### src/rtl/core/sed_pkg.sv
// Shared types and constants for the Sobel edge magnitude stream block.
package sed_pkg;

   localparam int unsigned CSR_W          = 11;
   localparam logic [10:0] LINE_RESET     = 11'd640;
   localparam int unsigned CMP_W          = 14;
   localparam logic [13:0] LINE_MIN       = 14'd3;
   localparam int unsigned SQ_W           = 21;
   localparam int unsigned ROOT_W         = 12;
   localparam logic [20:0] SQRT_TOP_BIT   = 21'h100000;

   typedef struct packed {
      logic [7:0] pixel;
      logic       frame_start;
   } req_type;

   typedef struct packed {
      logic [7:0] magnitude;
      logic       window_inside;
      logic       saturated;
   } rsp_type;

   typedef struct packed {
      logic [7:0] top;
      logic [7:0] mid;
      logic [7:0] bot;
   } column_type;

   typedef enum logic [5:0] {
      S_IDLE = 6'b000001,
      S_READ = 6'b000010,
      S_GRAD = 6'b000100,
      S_SQ   = 6'b001000,
      S_ROOT = 6'b010000,
      S_DONE = 6'b100000
   } state_type;

endpackage

### src/rtl/core/sed_cell.sv
// One column cell of the 3x3 window; it passes its column to the next cell on a shift.
module sed_cell (
   input  logic                clock,
   input  logic                reset,
   input  logic                shift,
   input  sed_pkg::column_type col_in,
   output sed_pkg::column_type col_out
);
   import sed_pkg::*;

   column_type col_ff;
   column_type col_in_w;

   assign col_in_w = shift ? col_in : col_ff;

   always_ff @(posedge clock) begin
      if (reset) begin
         col_ff <= '0;
      end else begin
         col_ff <= col_in_w;
      end
   end

   assign col_out = col_ff;

endmodule

### config.mk
export PLATFORM = sky130hd
export DESIGN_NAME = sed_cell
export DESIGN_NICKNAME = d
export VERILOG_FILES = /design/src/rtl/core/sed_pkg.sv /design/src/rtl/core/sed_cell.sv
export SDC_FILE = /design/constraint.sdc
export NUM_CORES = 1
export LEC_CHECK = 0
export BUFFER_PORTS_ARGS = -buffer_cell sky130_fd_sc_hd__buf_2
export CAP_MARGIN = 30
export CORE_ASPECT_RATIO = 0.9
export CORE_MARGIN = 1
export CORE_UTILIZATION = 36
export CTS_BUF_LIST = sky130_fd_sc_hd__clkbuf_4
export DETAILED_ROUTE_END_ITERATION = 12
export PLACE_DENSITY = 0.74
export SYNTH_ARGS = -nofsm -noshare
export SYNTH_HDL_FRONTEND = slang
export SYNTH_SLANG_ARGS = --single-unit
export TNS_END_PERCENT = 10
### constraint.sdc
create_clock -name clock -period 1 [get_ports clock]
set_input_delay 0.2 -clock clock [delete_from_list [all_inputs] [get_ports clock]]
set_output_delay 0.2 -clock clock [all_outputs]
set_load 0.01 [all_outputs]
-- Word-level counts from Yosys, hierarchy flattened
Cells that the tools add are included.
- input bits: 27
- output and inout port bits: 24
- flip-flop bits (word level): 24
- logic and storage cells: 3

-- Depth between registers and ports, before layout
Gate-level depths: netlist of the first run.
- word-level depth: 0
- mapped depth: 4
- depth with buffers taken out: 2

-- Worst setup path after synthesis of the first run
OpenSTA, ideal clock, no wires.
- kind: input to register
- start: in shift
- end: reg col_ff, in the netlist col_out[0]
- path slack: 0.207 ns
- path buffers: 2
- required time: 0.872 ns
- data arrival time: 0.665 ns
- stages: 4
- setup time: 0.128 ns
- path through: buf_6 -> buf_12 -> mux2i_1 -> nor2_1
- RTL lines (what ; RTL line ; text):
    start: declaration ; sed_cell.sv:5 ; input logic shift,
    end signal: assignment ; sed_cell.sv:20 ; col_ff <= col_in_w;
    end: declaration ; sed_cell.sv:11 ; column_type col_ff;

-- Worst setup path after layout of the first run
- start: reg col_ff, in the netlist col_out[0]
- end: out col_out[0] in the netlist's numbering
- RTL lines (what ; RTL line ; text):
    end: declaration ; sed_cell.sv:7 ; output sed_pkg::column_type col_out
No word-level cell between the ends.

==> metrics.md, run 1 <==
| Metric | Value |
|---|---|
| Status | finished, final reports clean |
| Switching Fraction | 23.5% |
| # port buffers | 50 |
| Final setup skew | 0 ns |
| Maximum cell stage delay along the critical path | 0.35 ns |
| Number of hold violations in the final report | 0 |
| Total power divided by cell area | 1400 nW/um^2 |
| Later-pin clock latency in the skew report | 0.29 ns |
| Total of cells resized after clock tree synthesis | 0 |
| Largest family of logic cells by synthesized area | multiplexers |
| Setup-violating endpoint count in the final report | 0 |
| Die boundary height | 48.6 um |
| Warning count from the yosys run | 0 |
| Maximum fanout along the worst path | 2 |
| Cell with the largest stage delay on the worst path | dfxtp_2 |
| End of the worst register-to-register path | col_out[22] |
| Area added between synthesis and finish | 42.2% |
| H-tree lvl count | 1 |
| Switching Power | 0.409 mW |
| Clock share of power | 22.3% |
| Clock slew at reported path FFs | 0.12 ns |
| Final std cell area, no fill | 1240 sq um |
| Worst Max-Slew Pin Slew | 0.408 ns |
| Sum of buffers and inverters on the critical path | 1 |
| Final critical path time including I/O delays and setup | 0.972 ns |
| Average via count per standard cell | 4.53 |
| Clock tree root driver cell | clkbuf_4 |
| Startpoint type of the worst setup path | flop |
| Library cell occupying the most area in the post-synthesis netlist | dfxtp_1 |
| Antenna violations before repair | 0 |
| Critical path, cell by cell | buf_2 |
| Vias in the first global route | 653 |
| Area of the die | 2620 sq um |
| Simple-gate area share of the yosys netlist | 10.4% |
| Core Footprint | 2220 sq um |
| Combinational Power Share | 17.0% |
| Worst min-delay path class | input pin to flop |
| Multiplexer share of the synthesized area | 27.6% |
| Fraction of power consumed by sequential logic | 60.7% |
| Clock tree from TritonCTS | done |
| Portion of synthesized cell area occupied by the leading cell type | 55.3% |
| Count of vias placed by the detailed router | 697 |
| Grt total ovfl | 0 |
| Global-route usage over all layers | 13.5% |
| Nets | 156 |
| Drt first-iter violations | 0 |
| FP Rows | 16 |
| Startpoint of the lowest-slack hold path | col_in[5] |
| DRC Markers | 0 |
| Post CTS Setup Buffer Count | 0 |
| Initial core utilization | 39.1% |
| First drt pass iteration count | 1 |
| Max-Slew Margin vs Limit | 72.8% |
| # hold bufs at CTS | 0 |
| CTS buffer count | 3 |
| P_leak | 0.656 nW |
| Post-Syn Nets | 104 |
| Capture endpoint of the worst hold path | col_out[5] |
| HPWL after detailed placement | 1300 um |
| Total stage count of the critical path | 1 |
| Peak supply drop | 0.000812 V |
| Synth area leaders | dfxtp_1 (55%), mux2i_1 (28%), nor2_1 (10%) |
| Hold Path Cell Cnt | 3 |
| Detail Route Antenna Nets | 0 |
| TritonCTS Sinks | 24 |
| Mean instance size in the synthesized netlist | 11.3 sq um |
| Cell family with the largest share of critical-path delay | flip-flops |
| Setup TNS after final layout | 0 ns |
| Post-layout util | 55.6% |
| Yosys cell types | 6 |
| Timing-limited maximum frequency | 1030 MHz |
| Seq/Total Area, Yosys | 55.3% |
| Die outline width | 53.8 um |
| Synth Register Bits | 24 |
| Number of instances in the synthesized netlist | 77 |
| Fraction of the mapped netlist area in adder cells | 0% |
| XOR/XNOR Fraction of Synth Area | 0% |
| Routed wire per std cell | 11.1 um |
| Required time worst endpoint | 0.80 ns |
| WS Path Type | flop to output pin |
| Ant. Diodes | 0 |
| Post-layout total power | 1.74 mW |
| Wire length of the first global-routing pass | 2660 um |
| Final Max Slew Viols | 0 |
| Longest Clk Path Bufs | 2 |
| Critical register-to-register path startpoint | col_out[22] |
| Reg-to-reg setup timing slack | 0.33 ns |
| WP data arrival | 0.77 ns |
| GPL Wtd Cong | 0.573 |
| Hold slack final | 0.132 ns |
| Placed cell areas | 1130 sq um |
| Flip-flop count of the largest register, all copies and words added | 24 |
| Worst Reg-to-Reg Cells | 2 |
| Maximum number of pins on one net before global-route repair | 25 |
| Number of I/O pins | 51 |
| # Max-Cap Violations | 0 |
| Share of cells above drive strength 1 | 61.4% |
| Kind of capture point of the worst setup path | output pin |
| Period Utilization, post-route | 97.2% |
| Summed instance area of the synthesized netlist | 870 sq um |
| Sum of routed wire length over all layers | 1720 um |
| Synthesized-area fraction occupied by ao, oa, aoi and oai cells | 0% |
| Total internal power | 1.33 mW |
## logic make-up after synthesis
family	after synthesis
and+or+nand+nor	24
buffers and inverters	5
muxes	24
DFF	24
## stage by stage
stage	worst slack [ns]	cells
global route	-0.000339	154
floorplan	0.207	77
detailed placement	0.101	151
finish	0.0284	154
CTS	0.000532	154
global placement	0.129	151
## cells in the mapped netlist
library cell	n
dfxtp_1	24
buf_12	2
nor2_1	24
clkbuf_1	2
mux2i_1	24
buf_6	1
## per-layer routing
metal  GRT usage (%)  part of all wire (%)
met1            15.5                    43
met2            23.5                    51
met3            1.89                   4.0
met4            6.58                   1.1
met5               0                     0
## worst register-to-register path: cells and delay by family, from the launching register on
kind | cells | cell delay, ns
flops | 1 | 0.35
simple gates | 1 | 0.06
mux | 1 | 0.15
## power by group through the flow
| stage | clock, mW | combinational (mW) | sequential (mW) |
|---|---|---|---|
| 2_1_floorplan | 0 | 0.130 | 1.09 |
| 3_3_place_gp | 0 | 0.270 | 1.06 |
| 3_5_place_dp | 0 | 0.277 | 1.06 |
| 4_1_cts | 0.410 | 0.278 | 1.04 |
| 5_1_grt | 0.445 | 0.323 | 1.06 |
| 6_report | 0.388 | 0.295 | 1.05 |
## placed cells by master, fill, tap and decap left out
cell	count
nor2_1	24
clkbuf_4	3
buf_2	42
dfxtp_1	1
buf_12	2
dfxtp_2	23
mux2i_1	24
buf_6	8
## how the worst max path moves through the flow
stage,startpoint,end,slack [ns]
2_1_floorplan,shift,col_out[0],0.21
3_3_place_gp,shift,col_out[3],0.13
3_5_place_dp,shift,col_out[22],0.10
4_1_cts,col_out[0],col_out[0],0.0005
5_1_grt,col_out[10],col_out[10],-0.0003
6_report,col_out[0],col_out[0],0.03
## layout make-up
class | count | area [sq um]
fill | 187 | 986
sequential | 24 | 509
timing repair buffer | 52 | 340
multi-input combinational | 48 | 330
tap | 27 | 33.8
clock buffer | 3 | 22.5
No activity file was read; power rests on OpenSTA's default activity.
==> run 2, diff against run 1 <==
- clock period: 1 -> 1.14 ns (I/O delays scaled with it)
==> run 2 against run 1 <==
Non-clock buffer count fell by 1. Wire length down 3.8%. Critical path type unchanged. Largest power group unchanged. First-iteration DRC count is 5 higher. Critical path depth unchanged.
==> metrics.md, run 2 (synthesis results as in run 1) <==
| Metric | Value |
|---|---|
| Vias in the first global route | 675 |
| Setup-violating endpoint count in the final report | 0 |
| Total of cells resized after clock tree synthesis | 0 |
| Peak supply drop | 0.000763 V |
| First drt pass iteration count | 4 |
| Die outline width | 53.8 um |
| Met2 routed wirelength | 828 um |
| Startpoint of the lowest-slack hold path | col_in[22] |
| Startpoint of the most critical setup path | col_out[0] |
| Longest Clk Path Bufs | 2 |
| # Max-Cap Violations | 0 |
| Sum of routed wire length over all layers | 1650 um |
| Multi-input gate area | 330 sq um |
| Clock tree root driver cell | clkbuf_4 |
| Ant. Diodes | 0 |
| Post-layout util | 51.4% |
| Total power divided by cell area | 1320 nW/um^2 |
| CTS buffer count | 3 |
| Final critical path time including I/O delays and setup | 1.02 ns |
| Most common cell after layout, fill and taps aside | buf_2 |
| Number of I/O pins | 51 |
| Startpoint type of the worst setup path | flop |
| Worst Reg-to-Reg Cells | 2 |
| Critical path, cell by cell | buf_2 |
| Number of hold violations in the final report | 0 |
| Core Footprint | 2220 sq um |
| Area added between synthesis and finish | 31.2% |
| Routed length on met3 | 93 um |
| # hold bufs at CTS | 0 |
| # fillers | 214 |
| Count of vias placed by the detailed router | 691 |
| Global-route usage over all layers | 13.9% |
| Switching Fraction | 24.5% |
| TritonCTS Sinks | 24 |
| Area of the die | 2620 sq um |
| DRC Markers | 0 |
| Antenna violations before repair | 0 |
| Kind of capture point of the worst setup path | output pin |
| Status | finished, final reports clean |
| Maximum number of pins on one net before global-route repair | 25 |
| Final Max Slew Viols | 0 |
| WS Path Type | flop to output pin |
| Maximum cell stage delay along the critical path | 0.36 ns |
| Highest metal used | met4 |
| End of the worst register-to-register path | col_out[11] |
| H-tree lvl count | 1 |
| Flip-flop count of the largest register, all copies and words added | 24 |
| Worst Max-Slew Pin Slew | 0.420 ns |
| Total stage count of the critical path | 1 |
| Required time worst endpoint | 0.91 ns |
| Cell with the largest stage delay on the worst path | dfxtp_1 |
| Period Utilization, post-route | 89.5% |
| Area used by sequential logic in the layout | 480 sq um |
| Fraction of power consumed by sequential logic | 60.6% |
| WP data arrival | 0.79 ns |
| HPWL after detailed placement | 1220 um |
| Sum of buffers and inverters on the critical path | 1 |
| Post CTS Setup Buffer Count | 0 |
| Commonest cells after routing, fill and taps aside | buf_2 (50), mux2i_1 (24), nor2_1 (24), dfxtp_1 (24), clkbuf_4 (3) |
| Setup TNS after final layout | 0 ns |
| Die boundary height | 48.6 um |
| P_leak | 0.632 nW |
| Nets | 155 |
| Cell family with the largest share of critical-path delay | flip-flops |
| FP Rows | 16 |
| Combinational Power Share | 15.4% |
| Max-Slew Margin vs Limit | 72.0% |
| Grt total ovfl | 0 |
| Initial core utilization | 39.1% |
| Total internal power | 1.14 mW |
| Share of cells above drive strength 1 | 42.5% |
| Wire length of the first global-routing pass | 2720 um |
| # port buffers | 50 |
| Reg-to-reg setup timing slack | 0.51 ns |
| Routed wire per std cell | 10.7 um |
| Routed metal-1 wire length | 709 um |
| Clock tree from TritonCTS | done |
| Timing-limited maximum frequency | 980 MHz |
| Unrepaired setup endpoints after global routing | false |
| Drt first-iter violations | 5 |
| Critical register-to-register path startpoint | col_out[11] |
| Maximum fanout along the worst path | 2 |
| Final setup skew | 0 ns |
| Average via count per standard cell | 4.49 |
| Last element of the critical path | col_out[0] |
| Clock slew at reported path FFs | 0.12 ns |
| Later-pin clock latency in the skew report | 0.30 ns |
| Switching Power | 0.367 mW |
| Detail Route Antenna Nets | 0 |
| GPL Wtd Cong | 0.559 |
| Worst min-delay path class | input pin to flop |
| Clock share of power | 24.0% |
-- run 2: through the flow --
step           hold slack, ns  setup slack, ns  cells  area (sq um)  power [mW]
6_report                0.155            0.119    154          1140        1.50
3_3_place_gp            0.461            0.227    150          1110        1.16
3_5_place_dp            0.474            0.194    150          1110        1.17
4_1_cts                 0.148            0.105    154          1140        1.53
5_1_grt                 0.141           0.0517    154          1140        1.59
2_1_floorplan           0.300            0.319     77           870        1.07
-- run 2: cell type report --
type	count	share of cell area (%)
Sequential cell	24	42.1
Multi-Input combinational cell	48	28.9
Timing Repair Buffer	51	23.7
Tap cell	27	2.96
Clock buffer	3	1.97
Clock inverter	1	0.329
-- run 2: power by group through the flow --
stage	clock, mW	sequential [mW]	combinational (mW)
5_1_grt	0.417	0.919	0.254
3_3_place_gp	0	0.928	0.228
2_1_floorplan	0	0.955	0.114
6_report	0.360	0.911	0.231
3_5_place_dp	0	0.930	0.235
4_1_cts	0.379	0.912	0.236
-- run 2: layer usage --
metal | global-route usage, % | vias to the layer above
met2 | 22.4 | 19
met4 | 8.77 | 0
li1 | - | 353
met1 | 16.0 | 317
met3 | 2.83 | 2
met5 | 0 | -
-- run 2: worst min-delay path by stage --
stage	cells after the start	end	slack, ns
after floorplan	1	col_out[15]	0.30
after global placement	3	col_out[22]	0.46
after detailed placement	3	col_out[22]	0.47
after CTS	3	col_out[16]	0.15
after global routing	3	col_out[16]	0.14
final	3	col_out[22]	0.15
