===== config.mk =====
export PLATFORM = sky130hd
export DESIGN_NAME = sed_sqrt
export DESIGN_NICKNAME = d
export VERILOG_FILES = /design/src/rtl/core/sed_pkg.sv /design/src/rtl/core/sed_sqrt.sv
export SDC_FILE = /design/constraint.sdc
export NUM_CORES = 1
export LEC_CHECK = 0
export BUFFER_PORTS_ARGS = -buffer_cell sky130_fd_sc_hd__buf_2
export CAP_MARGIN = 20
export CORE_ASPECT_RATIO = 0.9
export CORE_UTILIZATION = 35
export CTS_CLUSTER_SIZE = 8
export DETAILED_ROUTE_END_ITERATION = 6
export PLACE_DENSITY_LB_ADDON = 0.08
export SYNTH_ARGS = -nofsm -noshare
export SYNTH_HDL_FRONTEND = slang
export SYNTH_SLANG_ARGS = --single-unit

===== constraint.sdc =====
create_clock -name clock -period 6.95 [get_ports clock]
set_clock_uncertainty 0.2 [all_clocks]
set_input_delay 0.3475 -clock clock [delete_from_list [all_inputs] [get_ports clock]]
set_output_delay 0.3475 -clock clock [all_outputs]
set_load 0.05 [all_outputs]

===== src/rtl/core/sed_pkg.sv =====
// Shared types and constants for the Sobel edge magnitude stream block.
package sed_pkg;

   localparam int unsigned CSR_W          = 11;
   localparam logic [10:0] LINE_RESET     = 11'd640;
   localparam int unsigned CMP_W          = 14;
   localparam logic [13:0] LINE_MIN       = 14'd3;
   localparam int unsigned SQ_W           = 21;
   localparam int unsigned ROOT_W         = 12;
   localparam logic [20:0] SQRT_TOP_BIT   = 21'h100000;

   typedef struct packed {
      logic [7:0] pixel;
      logic       frame_start;
   } req_type;

   typedef struct packed {
      logic [7:0] magnitude;
      logic       window_inside;
      logic       saturated;
   } rsp_type;

   typedef struct packed {
      logic [7:0] top;
      logic [7:0] mid;
      logic [7:0] bot;
   } column_type;

   typedef enum logic [5:0] {
      S_IDLE = 6'b000001,
      S_READ = 6'b000010,
      S_GRAD = 6'b000100,
      S_SQ   = 6'b001000,
      S_ROOT = 6'b010000,
      S_DONE = 6'b100000
   } state_type;

endpackage


===== src/rtl/core/sed_sqrt.sv =====
// Iterative ceiling square root, one result bit per step over eleven steps.
module sed_sqrt (
   input  logic                        clock,
   input  logic                        reset,
   input  logic                        start,
   input  logic [sed_pkg::SQ_W-1:0]    square,
   output logic                        done,
   output logic [sed_pkg::ROOT_W-1:0]  root
);
   import sed_pkg::*;

   logic                busy_ff;
   logic                done_ff;
   logic [SQ_W-1:0]     rem_ff;
   logic [SQ_W:0]       root_ff;
   logic [SQ_W-1:0]     bit_ff;
   logic [ROOT_W-1:0]   result_ff;
   logic [SQ_W:0]       trial;
   logic [SQ_W-1:0]     rem_in;
   logic [SQ_W:0]       root_in;
   logic [ROOT_W-1:0]   result_in;

   always_comb begin
      trial = root_ff + {1'b0, bit_ff};
      if ({1'b0, rem_ff} >= trial) begin
         rem_in  = rem_ff - trial[SQ_W-1:0];
         root_in = (root_ff >> 1) + {1'b0, bit_ff};
      end else begin
         rem_in  = rem_ff;
         root_in = root_ff >> 1;
      end
      // The floor root leaves a remainder; any remainder rounds the root up.
      result_in = {1'b0, root_in[ROOT_W-2:0]} + {{(ROOT_W-1){1'b0}}, (rem_in != '0)};
   end

   always_ff @(posedge clock) begin
      if (reset) begin
         busy_ff <= 1'b0;
         done_ff <= 1'b0;
      end else begin
         done_ff <= 1'b0;
         if (start) begin
            busy_ff <= 1'b1;
         end else if (busy_ff && bit_ff[0]) begin
            busy_ff <= 1'b0;
            done_ff <= 1'b1;
         end
      end
   end

   always_ff @(posedge clock) begin
      if (start) begin
         rem_ff  <= square;
         root_ff <= '0;
         bit_ff  <= SQRT_TOP_BIT;
      end else if (busy_ff) begin
         rem_ff  <= rem_in;
         root_ff <= root_in;
         bit_ff  <= bit_ff >> 2;
         if (bit_ff[0]) begin
            result_ff <= result_in;
         end
      end
   end

   assign done = done_ff;
   assign root = result_ff;

endmodule


After elaboration in Yosys (flattened, before gate mapping)
Index checks and enable logic that the tools add are counted.

word-level totals
  word-level logic and storage cells = 25
  output and inout port bits = 13
  bits of input ports = 24
  bits in registers = 68

cells by class
  bitwise gates (word level) = 1
  $add $sub $neg = 4
  magnitude comparators = 1
  reduce and logical (&&, ||, !) cells = 6
  mux-type cells = 7

operator list
  operator                        count
  2-to-1 mux 21 bit               3
  adder 21 x 21 -> 22 bit         1
  adder 22 x 21 -> 22 bit         1
  >= comparator 21 x 22 -> 1 bit  1
  2-to-1 mux 22 bit               1
  nonzero test 21 bit             1
  subtractor 21 bit               1
  adder 11 x 1 -> 12 bit          1
  nonzero test 2 bit              2
  2-to-1 mux 1 bit                3
  AND reduction 3 bit             1
  OR reduction 2 bit              1
  logical AND 1 bit               1
  NOT 1 bit                       1

Longest topological paths before layout
  word-level depth = 5
  depth in mapped cells = 28
  depth with buffers taken out = 26

Worst setup path after synthesis
No wires, ideal clock.

  kind = register to register
  start = reg bit_ff[4]
  end = reg result_ff[9] (netlist: root[9]), data pin
  buffers on the path = 2
  library setup time = 0.267 ns
  slack = 1.425 ns
  period minus slack after synthesis = 5.525 ns
  data arrival time = 5.058 ns
  stages on the path, launching flop included = 26
  data required time = 6.483 ns
  cells stage by stage = dfxtp_1 -> ha_1 -> a21o_1 -> a31oi_1 -> a211oi_1 -> nor2_1 -> a21boi_0 -> a31oi_1 -> o21bai_1 -> xnor2_1 -> ha_1 -> nand2_1 -> nor4_1 -> a221oi_2 -> o211a_1 -> nor2_1 -> clkbuf_1 -> mux2i_1 -> o211a_1 -> nand3_1 -> ha_1 -> clkbuf_1 -> nor3b_1 -> a211oi_1 -> a31oi_1 -> xnor2_1

between the ends
  cells in the longest elaborated chain, start to end = 5
  elaborated cells between the ends (all ways) = 8
  classes of those cells = add/sub: 4; order compare: 1; mux: 2; reduce/logical: 1

ends and longest elaborated chain
  item                                                                        RTL line                        text
  start, declared                                                             sed_sqrt.sv:16                  logic [SQ_W-1:0] bit_ff;
  start signal, assigned                                                      sed_sqrt.sv:59                  bit_ff <= bit_ff >> 2;
  adder 22 x 21 -> 22 bit                                                     sed_sqrt.sv:24                  trial = root_ff + {1'b0, bit_ff};
  subtractor 21 bit / >= comparator 21 x 22 -> 1 bit (equally long branches)  sed_sqrt.sv:26, sed_sqrt.sv:25
  2-to-1 mux 21 bit                                                           sed_sqrt.sv:25                  if ({1'b0, rem_ff} >= trial) begin
  nonzero test 21 bit                                                         sed_sqrt.sv:33                  result_in = {1'b0, root_in[ROOT_W-2:0]} + {{(ROOT_W-1){1'b0}}, (rem_in != '0)};
  adder 11 x 1 -> 12 bit *                                                    sed_sqrt.sv:33
  net result_in[9]                                                            sed_sqrt.sv:21                  logic [ROOT_W-1:0] result_in;
  end signal, assigned                                                        sed_sqrt.sv:61                  result_ff <= result_in;
  end, declared                                                               sed_sqrt.sv:17                  logic [ROOT_W-1:0] result_ff;

Mark *: on every way through the listed nets, which the timed path passes. The rest lies on a longest branch.
A chain may end at the register's enable or synchronous reset.

Worst setup path in the final report
  start = reg root_ff[8]
  end = reg result_ff[9] (netlist: root[9]), data pin

between the ends
  cells in the longest elaborated chain, start to end = 5
  elaborated cells between the ends (all ways) = 8
  classes of those cells = add/sub: 4; order compare: 1; mux: 2; reduce/logical: 1

ends and longest elaborated chain
  item                                                                        RTL line                        text
  start, declared                                                             sed_sqrt.sv:15                  logic [SQ_W:0] root_ff;
  start signal, assigned                                                      sed_sqrt.sv:58                  root_ff <= root_in;
  adder 22 x 21 -> 22 bit                                                     sed_sqrt.sv:24
  subtractor 21 bit / >= comparator 21 x 22 -> 1 bit (equally long branches)  sed_sqrt.sv:26, sed_sqrt.sv:25
  2-to-1 mux 21 bit                                                           sed_sqrt.sv:25
  nonzero test 21 bit                                                         sed_sqrt.sv:33
  adder 11 x 1 -> 12 bit *                                                    sed_sqrt.sv:33
  net result_in[9]                                                            sed_sqrt.sv:21

Marks and branches as above.

==> impl_summary.md <==
Status
The flow ran to the end, and the final reports show no timing, DRC or antenna violations.

STA
The final worst-path cycle share is 0.912. The final number of max-transition violations came to 0. The final hold violation count came to 0. The clock period minus worst slack is ~6.3 ns. The maximum clock rate is 158 MHz. Adding up every negative setup slack in the final design gives 0 ns.

For the pin with the worst max-slew slack, the measured transition is 1.00 ns. The setup violation total in the final timing report is 0. The worst-case headroom to the max-slew limit is 0.331. Setup repair after global routing left no endpoint under its margin.

Floorplan
The cell row count is 43. The die covers ~17000 um^2. The core region is 15700 um^2. The vertical die dimension is ~120 um. The width of the die is between 100 and 150 um. The count of boundary I/O pins is 37.

For this configuration, the core starts out at a cell density of 0.364.

Clock tree
TritonCTS built the clock tree. The number of setup buffers added after CTS is 0. After clock tree synthesis, the clock-pin slew on the worst setup and hold paths is 0.06 ns. The clock sink total is around 70. The tree is rooted in a sky130_fd_sc_hd__clkbuf_16.

Clock tree synthesis inserted a total of 9 buffers. The H-tree was split into 3 levels. The clock reaches the later pin of the worst-skew pair after between 0.3 and 0.4 ns. The longest clock path from root to sink contains 2 buffers.

Synthesis
The number of nets in the synthesized netlist is 745. The gate count of the mapped netlist is 673. Yosys mapped the design onto 70 distinct sky130hd cell types. The register area share after synthesis is 0.296. The cell taking the most area after synthesis is sky130_fd_sc_hd__edfxtp_1.

The netlist area before placement is 5720 um^2. The leading register cell type out of synthesis is sky130_fd_sc_hd__dfxtp_1. The fraction of registers with async set/reset is 0. After synthesis, the mean cell area works out to approximately 8.5 um^2.

Sorting the synthesized cells by area gives the leading types as sky130_fd_sc_hd__edfxtp_1, sky130_fd_sc_hd__dfxtp_1, sky130_fd_sc_hd__ha_1. The share of the synthesized area in the top cell type is 0.173. In this run, synthesis inferred 33 flip-flops with an integrated enable.

The synthesized design contains 68 register bits. The count of synthesis-stage warnings from yosys is 0.

Critical path
By instance count, the cell type seen most on the critical path is sky130_fd_sc_hd__ha_1. The largest individual stage delay along the critical path comes from the cell sky130_fd_sc_hd__dfxtp_1. STA classifies the critical path startpoint as a flip-flop. The setup slack of the worst register-to-register path is approximately 0.61 ns. The top fanout value on the critical path is 18. The data arrival at the endpoint of the critical path is about 6.2 ns. Walking the worst path, the cells encountered are ha_1 > nand2_1 > a211oi_1 > nor2_1 > a21boi_0 > a31oi_1 > o21bai_1 > xnor2_1 > ha_1 > nand2_1 > nor4_2 > a221oi_2 > o211a_1 > nor2_4 > mux2i_1 > o211a_1 > nand3_1 > ha_1 > nor3b_1 > a211oi_1 > a31oi_1 > xnor2_1.

The category of the worst setup path capture point is a flip-flop. The path type of the worst setup path is reg2reg. In this design, the stage delay of the slowest critical-path cell is a little under 0.7 ns. The critical path required time is between 6 and 7 ns.

Job
The reported max-cap violation count is 0.

Placement
Summed over all nets, the half-perimeter wirelength after detailed placement is between 10000 and 15000 um. The routability congestion estimate is between 0.8 and 0.9. In this run, placement finished with an instance count of 882. During placement, the flow inserted port buffers numbering 36.

Global route
The via count of the first global-routing pass came to between 4000 and 5000. The initial antenna violation count is 0. For this run, the total global-route usage over all layers was measured as 0.191. The global route total overflow is 0. The global-route wire length before repair is about 25000 um.

Entering global routing, the biggest net connects between 40 and 50 pins.

Final layout
The area of all sequential standard cells is 1690 um^2. The number of fill cells is 1647. The area growth from synthesis to final layout is 11.1%. The number of nets in the layout is 764. Of the cells placed in the final design, the portion with a size suffix greater than 1 is 0.122. The number of antenna diodes in the final layout is 0. Summing all multi-input logic gate instances after layout gives between 3000 and 4000 um^2. The number of standard cells in the layout, taps in and fillers out is roughly 900.

Routing
The pre-antenna-repair detailed-routing pass consisted of 5 iterations. The detail route stage leaves a number of antenna-violating nets equal to 0. After detailed routing, the number of remaining DRC violations is 0.

In this run, the number of DRC markers left after iteration 0 of detailed routing was 279. Dividing the detail-routed wire length by the instance count gives about 17 um. The total via count after detailed routing is 4924. After detailed routing, the number of vias per cell comes to around 5.5. The overall routed net length is roughly 15000 um.

Pwr
Power spread over the standard cell area amounts to 397 nW/um^2. Across the VDD grid, the largest voltage drop is approximately 0.19 mV. For this design the static power due to leakage is about 0.0025 uW.

Min path
The tightest min-delay check is of the in2reg type.
-- worst max-delay path, delay by kind of cell (launching register included) --
family / cells / cell delay (ns)
AO/OA/AOI/OAI: 9 / 2.09
AND/OR/NAND/NOR: 7 / 1.47
adder cells (fa/ha/maj): 3 / 1.03
flip-flops: 1 / 0.69
multiplexers: 1 / 0.33
XOR/XNOR: 2 / 0.26
-- area by class of cell --
| cell class | count | share of cell area |
|---|---|---|
| timing repair buffer | 43 | 0.0370 |
| clock inverter | 5 | 0.00827 |
| sequential | 68 | 0.266 |
| tap | 202 | 0.0398 |
| clock buffer | 11 | 0.0366 |
| inverter | 15 | 0.00886 |
| multi-input combinational | 555 | 0.603 |
-- report_power, final --
group	total, uW	switching (uW)	internal [uW]
Sequential	625	96.6	529
Clock	460	183	276
Combinational	1440	855	580
Total	2520	1140	1390
-- registers in the layout, indices dropped and copies added, names as in the netlist --
name,count
bit_ff,11
busy_ff,1
done,1
root_ff,22
root,12
rem_ff,21
-- synthesized netlist by cell type (4+ instances only) --
library cell               number
sky130_fd_sc_hd__xor2_1        23
sky130_fd_sc_hd__o211a_1        4
sky130_fd_sc_hd__a211oi_1      15
sky130_fd_sc_hd__clkbuf_1      17
sky130_fd_sc_hd__ha_1          47
sky130_fd_sc_hd__a31oi_1       22
sky130_fd_sc_hd__a21o_1         7
sky130_fd_sc_hd__o21a_1         7
sky130_fd_sc_hd__inv_1         14
sky130_fd_sc_hd__a21oi_1       31
sky130_fd_sc_hd__a31o_2         5
sky130_fd_sc_hd__nand4_1        5
sky130_fd_sc_hd__nor3_1        17
sky130_fd_sc_hd__nand2_1       85
sky130_fd_sc_hd__nand3_1       13
sky130_fd_sc_hd__a311oi_1       4
sky130_fd_sc_hd__nand2b_1       4
sky130_fd_sc_hd__nor2_1        66
sky130_fd_sc_hd__mux2_2         5
sky130_fd_sc_hd__nor2b_1        6
sky130_fd_sc_hd__xnor2_1       37
sky130_fd_sc_hd__nor4_1         9
sky130_fd_sc_hd__edfxtp_1      33
sky130_fd_sc_hd__buf_2         10
sky130_fd_sc_hd__o21ai_0       40
sky130_fd_sc_hd__buf_1          7
sky130_fd_sc_hd__dfxtp_1       35
sky130_fd_sc_hd__o21bai_1       5
sky130_fd_sc_hd__mux2i_1       38
-- kinds of logic after synthesis --
group,share of synthesized area
AND/OR/NAND/NOR,0.184
AO/OA/AOI/OAI,0.209
flip-flops,0.296
XOR/XNOR,0.0919
buffers and inverters,0.0363
adder cells (fa/ha/maj),0.106
multiplexers,0.0764
-- final timing paths --
path | end | startpoint | cells after the start
worst max-delay path | root[9] | root_ff[8] | 22
worst min-delay path | rem_ff[4] | square[4] | 3
worst max register to register | root[9] | root_ff[8] | 22
worst min register to register | root_ff[0] | root_ff[0] | 2
-- routing by layer --
layer / wire, um / GRT usage
met2: 6680 / 0.303
met1: 7850 / 0.266
met3: 432 / 0.0353
met4: 176 / 0.0507
met5: 0 / 0
-- stage by stage --
stage / hold slack (ns) / instance area, um^2 / utilization / power (uW) / setup WS (ns)
6_report: 0.0852 / 6350 / 0.404 / 2520 / 0.612
5_1_grt: 0.0784 / 6350 / 0.404 / 2720 / 0.141
4_1_cts: 0.0679 / 6350 / 0.404 / 2530 / 0.550
3_5_place_dp: 0.292 / 6050 / 0.385 / 2060 / 0.565
3_3_place_gp: 0.294 / 6050 / 0.385 / 2040 / 0.754
2_1_floorplan: 0.220 / 5720 / - / 1720 / 1.42
-- layout by cell type (no fill, tap or decap), types with 6 or more instances in the layout --
master,synthesis,routed
sky130_fd_sc_hd__nand2_1,85,85
sky130_fd_sc_hd__nor2_1,66,65
sky130_fd_sc_hd__ha_1,47,47
sky130_fd_sc_hd__o21ai_0,40,40
sky130_fd_sc_hd__mux2i_1,38,38
sky130_fd_sc_hd__xnor2_1,37,37
sky130_fd_sc_hd__buf_2,10,36
sky130_fd_sc_hd__dfxtp_1,35,34
sky130_fd_sc_hd__edfxtp_1,33,33
sky130_fd_sc_hd__a21oi_1,31,31
sky130_fd_sc_hd__xor2_1,23,23
sky130_fd_sc_hd__a31oi_1,22,22
sky130_fd_sc_hd__nor3_1,17,17
sky130_fd_sc_hd__a211oi_1,15,15
sky130_fd_sc_hd__inv_1,14,14
sky130_fd_sc_hd__nand3_1,13,13
sky130_fd_sc_hd__clkbuf_16,0,9
sky130_fd_sc_hd__nor4_1,9,8
sky130_fd_sc_hd__a21o_1,7,7
sky130_fd_sc_hd__o21a_1,7,7
sky130_fd_sc_hd__nor2b_1,6,6
sky130_fd_sc_hd__buf_4,0,6
-- what timing repair did --
action	CTS	global route
gates resized for setup	0	1
endpoints found under the setup margin	0	2
hold buffers	1	0
endpoints found under the hold margin	2	0
(Power assumes the default switching activity.)
